[src/rtl/cidebc_pkg.sv]
package cidebc_pkg;

  typedef enum logic [2:0] {
    TGT_NONE    = 3'd0,
    TGT_LOCAL   = 3'd1,
    TGT_IDE     = 3'd2,
    TGT_IDE_ALT = 3'd3,
    TGT_SRAM    = 3'd4,
    TGT_FLASH   = 3'd5
  } target_t;

  typedef logic signed [10:0] bank_t;

  // Offsets within the control page
  localparam logic [6:0] REG_STATUS_END = 7'h10;
  localparam logic [6:0] REG_LEFT_PAGE  = 7'h08;
  localparam logic [6:0] REG_RIGHT_PAGE = 7'h0A;
  localparam logic [6:0] REG_KEY_LO     = 7'h0C;
  localparam logic [6:0] REG_KEY_HI     = 7'h0D;
  localparam logic [6:0] REG_POWER      = 7'h0E;
  localparam logic [6:0] REG_CONTROL    = 7'h0F;

  // Address decode: upper bits of the CPU address
  localparam logic [2:0] WIN_RIGHT_HI = 3'b100;
  localparam logic [2:0] WIN_LEFT_HI  = 3'b101;
  localparam logic [8:0] PAGE_CTRL_HI = 9'h1AA;
  localparam logic [8:0] PAGE_KEY_HI  = 9'h1AB;

  localparam logic [7:0] STATUS_BASE  = 8'h1F;
  localparam logic [7:0] CONTROL_MASK = 8'hFD;
  localparam logic [7:0] CONTROL_INIT = 8'h30;

  localparam logic [1:0] KEY_SRAM_RW = 2'd0;
  localparam logic [1:0] KEY_SRAM_RO = 2'd1;
  localparam logic [1:0] KEY_FLASH   = 2'd2;

  localparam logic [1:0] KIND_FLASH   = 2'd0;
  localparam logic [1:0] KIND_SRAM    = 2'd1;
  localparam logic [1:0] KIND_SRAM_RO = 2'd2;

  function automatic bank_t bank_of(input logic [1:0] sel, input logic [5:0] page);
    bank_t b;
    if (sel == 2'd3) begin
      b = '1;
    end else begin
      b = {1'b0, sel, 2'b00, page};
    end
    return b;
  endfunction

endpackage

[src/rtl/cartridge_ide_bank_controller.sv]
// An accepted input item passes the input register, then decode and state update
// into the result register, before its result shows on the master side.
// Throughput: one item per cycle while the master side takes results; the input
// register holds a new item while a result waits; all state is read and written in one stage.
// Reset (rst, synchronous): banks left 0 / right off, control 0x30, card unpowered
// and in reset, both pipeline stages empty, remap disabled.
module cartridge_ide_bank_controller (
  input  logic        clk,
  input  logic        rst,
  input  logic        cfg_wr_en,
  input  logic        cfg_wr_data,   // cpld_extended
  input  logic        s_tvalid,
  output logic        s_tready,
  input  logic [31:0] s_tdata,       // bus_address[15:0], write_data[23:16], card_present[24]
  input  logic        s_tuser,       // mode (0 read, 1 write)
  output logic        m_tvalid,
  input  logic        m_tready,
  // target[2:0], target_address[21:3], read_data[29:22], forward_write[30],
  // left_bank_now[41:31], right_bank_now[52:42], ide_reset[53], card_led[54]
  output logic [55:0] m_tdata
);
  import cidebc_pkg::*;

  logic        cpld_extended;

  // input register
  logic        s1_valid;
  logic        s1_mode;
  logic [15:0] s1_addr;
  logic [7:0]  s1_wdata;
  logic        s1_present;

  // block state
  logic        card_powered, card_in_reset, alt_status_sel;
  logic        power_bit_latch, reset_bit_latch;
  logic [5:0]  left_page, right_page;
  logic [18:0] keyhole_offset;
  logic [7:0]  control_byte;
  bank_t       left_bank, right_bank;

  logic        card_powered_next, card_in_reset_next, alt_status_sel_next;
  logic        power_bit_latch_next, reset_bit_latch_next;
  logic [5:0]  left_page_next, right_page_next;
  logic [18:0] keyhole_offset_next;
  logic [7:0]  control_byte_next;
  bank_t       left_bank_next, right_bank_next;

  target_t     tgt;
  logic [18:0] ta;
  logic [7:0]  rd;
  logic        fwd;
  logic        pw_eff, rst_eff, alt_eff;
  logic        in_right, in_left;
  bank_t       win_bank;
  logic [18:0] key_addr;
  logic [6:0]  reg_off;
  logic        pw_bit, rs_bit;

  logic        out_adv;

  assign out_adv  = s1_valid && (!m_tvalid || m_tready);
  assign s_tready = !s1_valid || out_adv;

  always_ff @(posedge clk) begin
    if (rst) begin
      cpld_extended <= 1'b0;
    end else if (cfg_wr_en) begin
      cpld_extended <= cfg_wr_data;
    end
  end

  always_ff @(posedge clk) begin
    if (rst) begin
      s1_valid <= 1'b0;
    end else if (s_tready) begin
      s1_valid <= s_tvalid;
    end
    if (s_tvalid && s_tready) begin
      s1_mode    <= s_tuser;
      s1_addr    <= s_tdata[15:0];
      s1_wdata   <= s_tdata[23:16];
      s1_present <= s_tdata[24];
    end
  end

  always_comb begin
    // absent card forces the power machine off before the access is decoded
    pw_eff  = card_powered & s1_present;
    rst_eff = card_in_reset | ~s1_present;
    alt_eff = alt_status_sel & s1_present;

    card_powered_next    = pw_eff;
    card_in_reset_next   = rst_eff;
    alt_status_sel_next  = alt_eff;
    power_bit_latch_next = power_bit_latch;
    reset_bit_latch_next = reset_bit_latch;
    left_page_next       = left_page;
    right_page_next      = right_page;
    keyhole_offset_next  = keyhole_offset;
    control_byte_next    = control_byte;
    left_bank_next       = left_bank;
    right_bank_next      = right_bank;

    tgt = TGT_NONE;
    ta  = '0;
    rd  = '0;

    pw_bit = s1_wdata[1];
    rs_bit = ~s1_wdata[0];

    in_right = (s1_addr[15:13] == WIN_RIGHT_HI);
    in_left  = (s1_addr[15:13] == WIN_LEFT_HI);
    win_bank = in_right ? right_bank : left_bank;
    key_addr = keyhole_offset + {12'd0, s1_addr[6:0]};
    reg_off  = (cpld_extended && s1_addr[6]) ? 7'd0 : s1_addr[6:0];

    if (in_right || in_left) begin
      if (!win_bank[10]) begin
        ta = {win_bank[5:0], s1_addr[12:0]};
        case (win_bank[9:8])
          KIND_FLASH: tgt = TGT_FLASH;
          KIND_SRAM:  tgt = TGT_SRAM;
          KIND_SRAM_RO: begin
            if (!s1_mode) begin
              tgt = TGT_SRAM;
            end else begin
              ta = '0;
            end
          end
          default: ta = '0;
        endcase
      end
    end else if (s1_addr[15:7] == PAGE_KEY_HI) begin
      case (control_byte[3:2])
        KEY_SRAM_RW: begin
          tgt = TGT_SRAM;
          ta  = key_addr;
        end
        KEY_SRAM_RO: begin
          if (!s1_mode) begin
            tgt = TGT_SRAM;
            ta  = key_addr;
          end
        end
        KEY_FLASH: begin
          tgt = TGT_FLASH;
          ta  = key_addr;
        end
        default: ;
      endcase
    end else if (s1_addr[15:7] == PAGE_CTRL_HI) begin
      if (reg_off[6:3] == 4'd0) begin
        if (pw_eff) begin
          tgt = alt_eff ? TGT_IDE_ALT : TGT_IDE;
          ta  = {16'd0, reg_off[2:0]};
        end else if (!s1_mode) begin
          tgt = TGT_LOCAL;
          rd  = 8'hFF;
        end
      end else if (!s1_mode) begin
        if (reg_off < REG_STATUS_END) begin
          tgt = TGT_LOCAL;
          rd  = STATUS_BASE | {s1_present, ~rst_eff, pw_eff, 5'd0};
        end
      end else begin
        unique case (reg_off)
          REG_LEFT_PAGE: begin
            left_page_next = s1_wdata[5:0];
            left_bank_next = bank_of(control_byte[7:6], s1_wdata[5:0]);
            tgt = TGT_LOCAL;
          end
          REG_RIGHT_PAGE: begin
            right_page_next = s1_wdata[5:0];
            right_bank_next = bank_of(control_byte[5:4], s1_wdata[5:0]);
            tgt = TGT_LOCAL;
          end
          REG_KEY_LO: begin
            keyhole_offset_next = {keyhole_offset[18:15], s1_wdata, 7'd0};
            tgt = TGT_LOCAL;
          end
          REG_KEY_HI: begin
            keyhole_offset_next = {s1_wdata[3:0], keyhole_offset[14:7], 7'd0};
            tgt = TGT_LOCAL;
          end
          REG_POWER: begin
            if (s1_present) begin
              if (!pw_eff) begin
                if (pw_bit && !power_bit_latch) card_powered_next = 1'b1;
              end else if (!pw_bit) begin
                card_powered_next   = 1'b0;
                card_in_reset_next  = 1'b1;
                alt_status_sel_next = 1'b0;
              end else if (rst_eff) begin
                if (!rs_bit && reset_bit_latch) card_in_reset_next = 1'b0;
              end else begin
                alt_status_sel_next = rs_bit;
              end
              power_bit_latch_next = pw_bit;
              reset_bit_latch_next = rs_bit;
            end
            tgt = TGT_LOCAL;
          end
          REG_CONTROL: begin
            control_byte_next = s1_wdata & CONTROL_MASK;
            left_bank_next    = bank_of(s1_wdata[7:6], left_page);
            right_bank_next   = bank_of(s1_wdata[5:4], right_page);
            tgt = TGT_LOCAL;
          end
          default: ;
        endcase
      end
    end

    fwd = s1_mode && (tgt != TGT_NONE) && (tgt != TGT_LOCAL);
  end

  always_ff @(posedge clk) begin
    if (rst) begin
      card_powered    <= 1'b0;
      card_in_reset   <= 1'b1;
      alt_status_sel  <= 1'b0;
      power_bit_latch <= 1'b0;
      reset_bit_latch <= 1'b1;
      left_page       <= '0;
      right_page      <= '0;
      keyhole_offset  <= '0;
      control_byte    <= CONTROL_INIT;
      left_bank       <= '0;
      right_bank      <= '1;
    end else if (out_adv) begin
      card_powered    <= card_powered_next;
      card_in_reset   <= card_in_reset_next;
      alt_status_sel  <= alt_status_sel_next;
      power_bit_latch <= power_bit_latch_next;
      reset_bit_latch <= reset_bit_latch_next;
      left_page       <= left_page_next;
      right_page      <= right_page_next;
      keyhole_offset  <= keyhole_offset_next;
      control_byte    <= control_byte_next;
      left_bank       <= left_bank_next;
      right_bank      <= right_bank_next;
    end
  end

  always_ff @(posedge clk) begin
    if (rst) begin
      m_tvalid <= 1'b0;
    end else if (!m_tvalid || m_tready) begin
      m_tvalid <= s1_valid;
    end
    if (out_adv) begin
      m_tdata <= {1'b0,
                  card_powered_next,
                  ~card_powered_next | card_in_reset_next | ~s1_present,
                  right_bank_next,
                  left_bank_next,
                  fwd,
                  rd,
                  ta,
                  tgt};
    end
  end

`ifndef ASSERT_OFF
  // a held input item stays until the result register frees up
  a_s1_hold: assert property (@(posedge clk) disable iff (rst)
    s1_valid && !out_adv |=> s1_valid)
    else $error("input stage dropped an item");

  a_fwd_routed: assert property (@(posedge clk) disable iff (rst)
    m_tvalid && m_tdata[30] |-> (m_tdata[2:0] != TGT_NONE) && (m_tdata[2:0] != TGT_LOCAL))
    else $error("forward_write on a non-routed result");

  a_rd_local: assert property (@(posedge clk) disable iff (rst)
    m_tvalid && (m_tdata[29:22] != 8'd0) |-> (m_tdata[2:0] == TGT_LOCAL))
    else $error("read_data on a non-local result");

  // an IDE access names only a task-file register and needs a powered card, which may still be in reset
  a_ide_addr: assert property (@(posedge clk) disable iff (rst)
    m_tvalid && (m_tdata[2:0] == TGT_IDE || m_tdata[2:0] == TGT_IDE_ALT)
      |-> (m_tdata[21:6] == 16'd0) && m_tdata[54])
    else $error("IDE access with bad register or unpowered card");

  a_led_reset: assert property (@(posedge clk) disable iff (rst)
    m_tvalid && !m_tdata[54] |-> m_tdata[53])
    else $error("unpowered card not held in reset");
`endif

endmodule
[config.mk]
export PLATFORM = sky130hd
export DESIGN_NAME = cartridge_ide_bank_controller
export DESIGN_NICKNAME = d
export VERILOG_FILES = /design/src/rtl/cidebc_pkg.sv /design/src/rtl/cartridge_ide_bank_controller.sv
export SDC_FILE = /design/constraint.sdc
export NUM_CORES = 1
export LEC_CHECK = 0
export ABC_AREA = 0
export BUFFER_PORTS_ARGS = -buffer_cell sky130_fd_sc_hd__buf_4
export CAP_MARGIN = 20
export CORE_UTILIZATION = 60
export DETAILED_ROUTE_END_ITERATION = 10
export PLACE_DENSITY = 0.82
export SLEW_MARGIN = 5
export SYNTH_ARGS = -nofsm -noshare
export SYNTH_HDL_FRONTEND = slang
export SYNTH_SLANG_ARGS = --single-unit
[constraint.sdc]
create_clock -name clk -period 8.2 [get_ports clk]
set_input_delay 1.64 -clock clk [delete_from_list [all_inputs] [get_ports clk]]
set_output_delay 1.64 -clock clk [all_outputs]
set_load 0.05 [all_outputs]
==> metrics <==
final setup violation count 0; R2R depth 4; vias in the first global route between 4k and 5k; Syn Nets roughly 570; Top Ports 97; sequential share of the synthesized area 60.34%; first-iteration detailed-routing DRC count 410; outcome finished clean; Die Y 100.5 um; FMAX 252.4 MHz; Slew Limit Headroom a little under a third; DIE WIDTH a little over 100 um; CTS root buf clkbuf_8; final worst-path cycle share between 40% and 50%; CTS tree yes; via count 4583; max cap viols 0; post-synth cell types just over 60; total negative slack 0 ps; clk_lat worst skew about 500 ps; Leak between 2 and 3 nW; CP Capture Type primary output; Worst Setup SP m_tready; CP Launch Type input port; initial antenna violation count 0; Crit path required time about 6600 ps; HP Class flip-flop to flip-flop; H-tree levels 4; Total GRT Usage between 20% and 30%; row cnt 35; Sink Count roughly 140; fin. max-slew vios 0; synthesis-to-finish area growth 21.51%; Reg clk slew, reported paths around 60 ps; DRC Markers 0; grt ovf 0; Fin. Hold Viols 0; top_reg_cell synth edfxtp_1; vias per cell around 6.2; number of synthesized flops with an enable pin between 70 and 80; layout net count 642; Multi-input gate area ~2100 um2; Min Clock Period, post-route a little under 4000 ps; largest net degree at the start of global routing just over 40; Worst-Margin Slew between 1000 and 1500 ps; reg-to-reg setup timing slack approximately 5200 ps; Pwr Total between 0.0015 and 0.002 W; Async SR Flop Fraction 0%; arrival time worst endpoint approximately 2300 ps; worst setup path endpoint s_tready; Mapped Cells 530; first-pass GRT wire length 21990 um; initial core utilization 62.43%; CTS Hold Bufs 0; fillers roughly 640; clock skew slightly below 8 ps; setup bufs post-CTS 0; CTS resizes 0; Detailed Route WL ~14000 um; Mapped Area 5823 um2; sequential cell area about 3500 um2; Ys Warns 0; post-synthesis register bit count around 140; core area between 9000 and 10000 um2; layout cells sized above 1 22.24%; Final GP Congestion slightly below 0.9; CTS buffer count 17; Crit Path Category input port to primary output; I/O Buffers about 90; ant diodes 0; full die area 10100 um2; FF-to-FF Start s1_addr[13]; DR pass1 iterations 6; Mean Syn Cell Area approximately 11 um2; Max Root-Sink Buffers 2; RR Endpoint m_tdata[39]; VDD IR max between 0.1 and 0.15 mV; Detailed Place HPWL between 9000 and 10000 um; RSZ-0062 raised after global routing no; post-route ant nets 0; DR WL/cell 18.39 um; crit-path max FO 4; Pwr Density roughly 230 nW/um2
==> state kept, by name, indices dropped and copies added, names as in the netlist, 6 cells and up <==
name / flops
m_tdata: 51
s1_wdata: 8
s1_addr: 16
right_page: 6
control_byte: 6
left_page: 6
keyhole_offset: 12
right_bank: 11
left_bank: 11
==> stage by stage <==
step	setup slack (ps)	area, um2	instances	util [%]	hold WS (ps)
2_1_floorplan	3616	5823	530	-	422.7
3_3_place_gp	4242	6470	712	69.36	433.6
3_5_place_dp	4186	6470	712	69.36	440.9
4_1_cts	4236	7061	744	75.69	451.2
5_1_grt	4196	7076	745	75.86	461.2
6_report	4238	7076	745	75.86	451.9
==> cell usage after synthesis (all sizes together), types with 11 or more instances <==
cell type | number | share of area [%]
dfxtp | 60 | 21
nand4 | 11 | 1.4
nor2 | 25 | 1.9
edfxtp | 77 | 40
clkbuf | 17 | 1.1
mux2i | 19 | 3.3
nand3 | 34 | 3.0
nand2 | 79 | 5.1
buf | 19 | 2.0
a21oi | 34 | 2.9
o21ai | 44 | 3.8
==> layout make-up <==
type	instances	area share [%]
Sequential cell	137	49.66
Multi-Input combinational cell	349	29.64
Timing Repair Buffer	90	9.655
Clock buffer	19	5.959
Clock inverter	13	2.387
Tap cell	129	2.281
Inverter	8	0.4244
==> cells in the final DEF, fill, tap and decap left out, types with 3 or more instances in the layout <==
cell type,count
a21oi_1,34
a22o_1,10
dfxtp_1,60
and2_1,10
nand3_1,33
inv_1,7
o21ai_0,38
buf_4,89
bufinv_16,3
mux2i_1,19
nand4_1,9
nand2_1,79
clkinvlp_4,4
edfxtp_1,77
a21o_1,5
a221oi_1,6
inv_6,3
and4_1,3
nor3_1,8
o21a_1,3
and3_1,8
o211ai_1,9
a22oi_1,4
o21ai_1,6
nor2_1,24
clkbuf_16,16
==> metal layers <==
metal  GRT usage (%)  vias to the layer above  share of wire (%)
met4           15.38                        0                4.0
met2           48.37                      241                 49
met5               0                        -                  0
met1           36.03                     2190                 40
li1                -                     2102                  -
met3           5.270                       50                7.1
==> worst max-delay path, stage by stage <==
cell and delay [ps]:
buf_4 110, nor2b_1 230, nand2_1 130, buf_4 210
==> cell families (layout without fill, tap and decap cells) <==
| logic type | Yosys count | in the layout | share of synthesized area (%) |
|---|---|---|---|
| AOI/OAI and AO/OA | 127 | 127 | 13.64 |
| xor gates and xnor gates | 1 | 1 | 0.1504 |
| other | 1 | 1 | 0.06440 |
| DFF | 137 | 137 | 60.34 |
| buffers and inverters | 44 | 130 | 3.653 |
| muxes | 20 | 20 | 3.459 |
| and+or+nand+nor | 200 | 200 | 18.69 |
==> power by group <==
| group | internal, W | switching [W] |
|---|---|---|
| clock network | 0.000466 | 0.000295 |
| registers | 0.000743 | 0.0000187 |
| logic | 0.0000329 | 0.0000687 |
==> how the worst min path moves through the flow <==
stage | startpoint | cells after the start | slack (ps) | to
detailed placement | right_bank[6] | 2 | 440 | right_bank[6]
CTS | right_bank[6] | 2 | 450 | right_bank[6]
global route | right_bank[6] | 2 | 460 | right_bank[6]
floorplan | right_bank[6] | 2 | 420 | right_bank[6]
global placement | right_bank[6] | 2 | 430 | right_bank[6]
finish | right_bank[6] | 2 | 450 | right_bank[6]
Note: power is estimated with default switching activity, not from simulation.
